$ cat src/rtl/core/mdps_pkg.sv
// Shared types and constants for the masked descending momentum sorter.
// No dependencies; imported by mdps_cell and masked_descending_pt_sorter.
`default_nettype none

package mdps_pkg;

   localparam int MOM_W               = 24;
   localparam int POS_W               = 6;
   localparam int DEFAULT_MAX_OBJECTS = 64;

   // command broadcast to every cell of the chain
   typedef struct packed {
      logic             insert;
      logic             shift;
      logic [MOM_W-1:0] mom;
      logic [POS_W-1:0] pos;
   } cell_cmd_type;

endpackage

`default_nettype wire

$ cat src/rtl/core/mdps_cell.sv
// One slot of the sorting chain: holds a momentum and its position.
// Depends on mdps_pkg for widths and the command struct.
`default_nettype none

module mdps_cell
   import mdps_pkg::*;
(
   input  wire logic             clock,
   input  wire cell_cmd_type     cmd,
   input  wire logic             occ,       // this slot holds a kept item
   input  wire logic             prev_hold, // upper neighbor keeps its item
   input  wire logic [MOM_W-1:0] prev_mom,
   input  wire logic [POS_W-1:0] prev_pos,
   input  wire logic [MOM_W-1:0] next_mom,
   input  wire logic [POS_W-1:0] next_pos,
   output logic                  hold,
   output logic      [MOM_W-1:0] mom,
   output logic      [POS_W-1:0] pos
);

   logic [MOM_W-1:0] mom_ff, mom_in;
   logic [POS_W-1:0] pos_ff, pos_in;

   // stored item stays ahead on equal momentum
   assign hold = occ && (mom_ff >= cmd.mom);

   always_comb begin
      mom_in = mom_ff;
      pos_in = pos_ff;
      if (cmd.insert) begin
         if (!hold) begin
            if (prev_hold) begin
               mom_in = cmd.mom;
               pos_in = cmd.pos;
            end else begin
               mom_in = prev_mom;
               pos_in = prev_pos;
            end
         end
      end else if (cmd.shift) begin
         mom_in = next_mom;
         pos_in = next_pos;
      end
   end

   always_ff @(posedge clock) begin
      mom_ff <= mom_in;
      pos_ff <= pos_in;
   end

   assign mom = mom_ff;
   assign pos = pos_ff;

endmodule

`default_nettype wire

$ cat config.mk
export PLATFORM = sky130hd
export DESIGN_NAME = mdps_cell
export DESIGN_NICKNAME = d
export VERILOG_FILES = /design/src/rtl/core/mdps_pkg.sv /design/src/rtl/core/mdps_cell.sv
export SDC_FILE = /design/constraint.sdc
export NUM_CORES = 1
export LEC_CHECK = 0
export BUFFER_PORTS_ARGS = -buffer_cell sky130_fd_sc_hd__buf_2
export CORE_MARGIN = 1
export CORE_UTILIZATION = 48
export DETAILED_ROUTE_END_ITERATION = 10
export HOLD_SLACK_MARGIN = 0.05
export PLACE_DENSITY = 0.95
export SYNTH_ARGS = -nofsm -noshare
export SYNTH_HDL_FRONTEND = slang
export SYNTH_SLANG_ARGS = --single-unit
$ cat constraint.sdc
create_clock -name clock -period 6.4 [get_ports clock]
set_input_delay 0.32 -clock clock [delete_from_list [all_inputs] [get_ports clock]]
set_output_delay 0.32 -clock clock [all_outputs]
set_load 0.01 [all_outputs]
==> out/metrics.sh <==
OUTCOME='complete, no violations'
TIMING.HOLD.WORST.CLASS='in2reg'
P_INT_uW=399.1
GRT_PASS1_VIAS=2068
POST-CTS-SETUP-BUFFER-COUNT=0
PLACE_WORST_SETUP_SLACK_NS=3.701
DRT-PASS1-ITER-COUNT=4
SEQ_AREA_FRAC_SYNTH=0.4152
MAXSLEWHEADROOM=0.3203
TIMING.FINAL.SETUP_VIOLATIONS=0
DESIGN.FINAL.NETS=462
GRT_OVERFLOW=0
POST-SYNTH-TOP-AREA-CELL='sky130_fd_sc_hd__edfxtp_1'
CRIT_PATH_START_KIND='flip-flop'
PEAK_FREQ_MHz=388.2
CLK_PIN_SLEW_WORST_PATHS_NS=0.06
TNS_NS=0
DRT_WL_TOTAL_MM=5.011
FINAL.SETUP_SKEW_NS=0.005896
SYNTH_LARGEST_TYPE_AREA_FRACTION=0.4152
CTS.HOLD.BUFFERS_ADDED=0
FLOORPLAN.DIE.WIDTH_UM=69.23
POST_SYNTH_AND_OR_NAND_NOR_AREA_FRACTION=0.09689
LAYOUT-DRIVE-GT1-SHARE=0.3953
SYNTH_COMPOUND_AREA_FRAC=0.1355
COMBINATIONAL_FAMILY_WITH_THE_MOST_AREA_AFTER_SYNTHESIS='multiplexers'
WORST_PIN_SLEW_NS=1.020
DIEHEIGHT_UM=69.23
FLOW.AREA_GROWTH_FROM_SYNTHESIS_PCT=33.33
SETUP.WORST_PATH.END_CLASS='flip-flop'
GRTUSAGEMET1=0.2142
DETAILEDPLACEMENTHPWL_MM=3.946
GRT_START_MAX_NET_PINS=63
NETLIST-CELL-TYPE-COUNT=25
DIE-AREA_UM2=4793
DRC_VIOLATIONS_LEFT=0
START_UTIL=0.4983
GRT_FIRST_PASS_WIRELENGTH_MM=8.342
POWER_SWITCHING_SHARE=0.2952
SYNTH.AREA.TOP_CELLS='sky130_fd_sc_hd__edfxtp_1 42%, sky130_fd_sc_hd__mux2i_1 14%, sky130_fd_sc_hd__ha_1 14%'
GRT-BUSIEST-LAYER='met2'
CTS_ROOT_BUF='sky130_fd_sc_hd__clkbuf_8'
CRITPATHMAXFANOUT=30
CLOCK_TREE.HTREE_LEVEL_COUNT=2
LEAKAGEPOWER_uW=0.001510
SWITCHING_POWER_uW=167.2
CLOCK_TREE.BUFFER_DEPTH=2
CORE_AREA_UM2=4354
CTS_TREE='yes'
GRTUSAGEMET2=0.4337
DETAIL-ROUTE-ANTENNA-NETS=0
SYNTH_SEQ_CELLS=30
P_SEQ_FRAC=0.454
TIME_THE_WORST_PATH_NEEDS_WITH_I_O_DELAYS_AND_SETUP_NS=2.576
SYNTH_MUX_AREA_FRAC=0.1430
XOR_AND_XNOR_FRACTION_OF_THE_MAPPED_NETLIST_AREA=0
CLKLATENCYLATEPIN_NS=0.28
NUMBER_OF_ANTENNA_VIOLATIONS_AT_THE_FIRST_CHECK_IN_GLOBAL_ROUTING=0
ANTENNA_DIODE_COUNT=0
MIN_PERIOD_OVER_PERIOD=0.4025
FILLER_CELL_COUNT=359
SYNTH_WARNINGS=0
POST_SYNTH.CELL_AREA_AVG_UM2=9.773
PORT-BUFFER-COUNT=125
IR_WORST_VDD_mV=0.1004
CAP_VIOLATIONS=0
GRTUSAGETOTAL=0.2162
SEQUENTIAL_CELL_AREA_UM2=900.9
WORST_ENDPOINT_DATA_ARRIVAL_TIME_NS=2.47
DESIGN_POWER_TOTAL_uW=566.3
SYNTHESIS.NETS=341
GP_CONGESTION=0.7587
TIMING.FINAL.WS_SETUP_NS=3.824
ROUTED-VIA-COUNT=2019
CLKSINKCOUNT=30
DRT_ITER0_DRC=76
SHARE_COMB_OF_TOTAL_POWER=0.295
GRT_USE_MET3=0.04360
DETAIL_ROUTE.WL_PER_CELL_UM=12.65
MULTI_INPUT_GATE_AREA_IN_THE_FINAL_LAYOUT_UM2=1126
WORSTSETUPPATHTYPE='reg2reg'
IO-PIN-COUNT=126
SYN-CELL-AREA_UM2=2170
POST_CTS_RESIZE_COUNT=0
SYNTH_CELLS=222
P_PER_AREA_nW_PER_UM2=195.8
SLEW_VIOL_FINAL=0
CTS_BUF_COUNT=5
GRT_SETUP_UNREPAIRED='no'
POWER.CLOCK.FRACTION=0.251
NUM_ROWS=24
FINAL_HOLD_VIOL_COUNT=0
VIAS_PER_CELL=5.098
YOSYS.AREA_SHARE.ADDER=0.1384
HOLD-WORST-SLACK_NS=0.3659
FINISH.UTILIZATION=0.6644
REQUIRED_NS=6.30
kinds of logic (layout without fill, tap and decap cells):
| family | after synthesis | count (layout) |
|---|---|---|
| AOI/OAI and AO/OA | 53 | 53 |
| muxes | 31 | 31 |
| adders and majority gates | 24 | 24 |
| and+or+nand+nor | 48 | 48 |
| buffers and inverters | 36 | 158 |
| DFF | 30 | 30 |
placed cells by master (no fill, tap or decap), types with 2 or more instances in the layout:
| cell | instances |
|---|---|
| sky130_fd_sc_hd__edfxtp_1 | 30 |
| sky130_fd_sc_hd__inv_1 | 25 |
| sky130_fd_sc_hd__nand2_1 | 6 |
| sky130_fd_sc_hd__ha_1 | 24 |
| sky130_fd_sc_hd__o21ai_0 | 4 |
| sky130_fd_sc_hd__nor3_1 | 3 |
| sky130_fd_sc_hd__a21o_1 | 2 |
| sky130_fd_sc_hd__clkbuf_8 | 5 |
| sky130_fd_sc_hd__a21oi_1 | 39 |
| sky130_fd_sc_hd__mux2i_1 | 31 |
| sky130_fd_sc_hd__buf_2 | 125 |
| sky130_fd_sc_hd__nand4_1 | 3 |
| sky130_fd_sc_hd__nor2_1 | 32 |
registers in the layout (all words and copies together), names as in the netlist:
name  count
mom      24
pos       6
layout make-up:
class | instances | share of cell area
clock inverter | 2 | 0.003028
timing repair buffer | 125 | 0.2163
tap | 52 | 0.02249
sequential | 30 | 0.3114
inverter | 25 | 0.03244
multi-input combinational | 156 | 0.3893
clock buffer | 6 | 0.02509
synthesized netlist by cell type:
cell type / count
sky130_fd_sc_hd__a21oi_1: 39
sky130_fd_sc_hd__nor2_1: 32
sky130_fd_sc_hd__mux2i_1: 31
sky130_fd_sc_hd__edfxtp_1: 30
sky130_fd_sc_hd__inv_1: 25
sky130_fd_sc_hd__ha_1: 24
sky130_fd_sc_hd__clkbuf_1: 7
sky130_fd_sc_hd__nand2_1: 6
sky130_fd_sc_hd__o21ai_0: 4
sky130_fd_sc_hd__buf_4: 3
sky130_fd_sc_hd__nand4_1: 3
sky130_fd_sc_hd__nor3_1: 3
sky130_fd_sc_hd__a21o_1: 2
sky130_fd_sc_hd__o21ai_1: 2
sky130_fd_sc_hd__a211oi_2: 1
sky130_fd_sc_hd__a22oi_1: 1
sky130_fd_sc_hd__buf_6: 1
sky130_fd_sc_hd__nand2b_2: 1
sky130_fd_sc_hd__nand2b_4: 1
sky130_fd_sc_hd__nand3_1: 1
sky130_fd_sc_hd__nor2b_1: 1
sky130_fd_sc_hd__o211ai_1: 1
sky130_fd_sc_hd__o21a_1: 1
sky130_fd_sc_hd__o221a_2: 1
sky130_fd_sc_hd__o31ai_1: 1
critical path, cell delays in order, from the launching register on:
cell	delay, ns
sky130_fd_sc_hd__edfxtp_1	0.38
sky130_fd_sc_hd__inv_1	0.07
sky130_fd_sc_hd__ha_1	0.22
sky130_fd_sc_hd__nand2b_4	0.14
sky130_fd_sc_hd__a211oi_2	0.21
sky130_fd_sc_hd__o221a_2	0.23
sky130_fd_sc_hd__o211ai_1	0.14
sky130_fd_sc_hd__o21ai_4	0.81
power groups by stage:
| stage | Sequential [uW] | Combinational [uW] | Clock [uW] |
|---|---|---|---|
| after CTS | 257 | 169 | 147 |
| after detailed placement | 261 | 168 | 0 |
| after global placement | 259 | 161 | 0 |
| after global routing | 260 | 187 | 154 |
| final | 257 | 167 | 142 |
| after floorplan | 273 | 84.5 | 0 |
metrics by stage:
step,cell area (um2),std cells
2_1_floorplan,2170,222
3_3_place_gp,2811,388
3_5_place_dp,2811,388
4_1_cts,2893,396
5_1_grt,2893,396
6_report,2893,396
metal layers:
| metal | up-vias | wire length (um) |
|---|---|---|
| li1 | 1039 | - |
| met1 | 891 | 1941 |
| met2 | 81 | 2741 |
| met3 | 8 | 274 |
| met4 | 0 | 53 |
| met5 | - | 0 |
worst paths after layout:
| check | from | end | cells after the start | slack (ns) |
|---|---|---|---|---|
| setup / recovery | mom[0] | mom[3] | 7 | 3.82 |
| hold / removal | next_mom[2] | mom[2] | 3 | 0.37 |
| setup reg to reg | mom[0] | mom[3] | 7 | 3.82 |
| hold reg to reg | mom[23] | mom[18] | 4 | 1.20 |
Power figures use the tool's default switching activity.
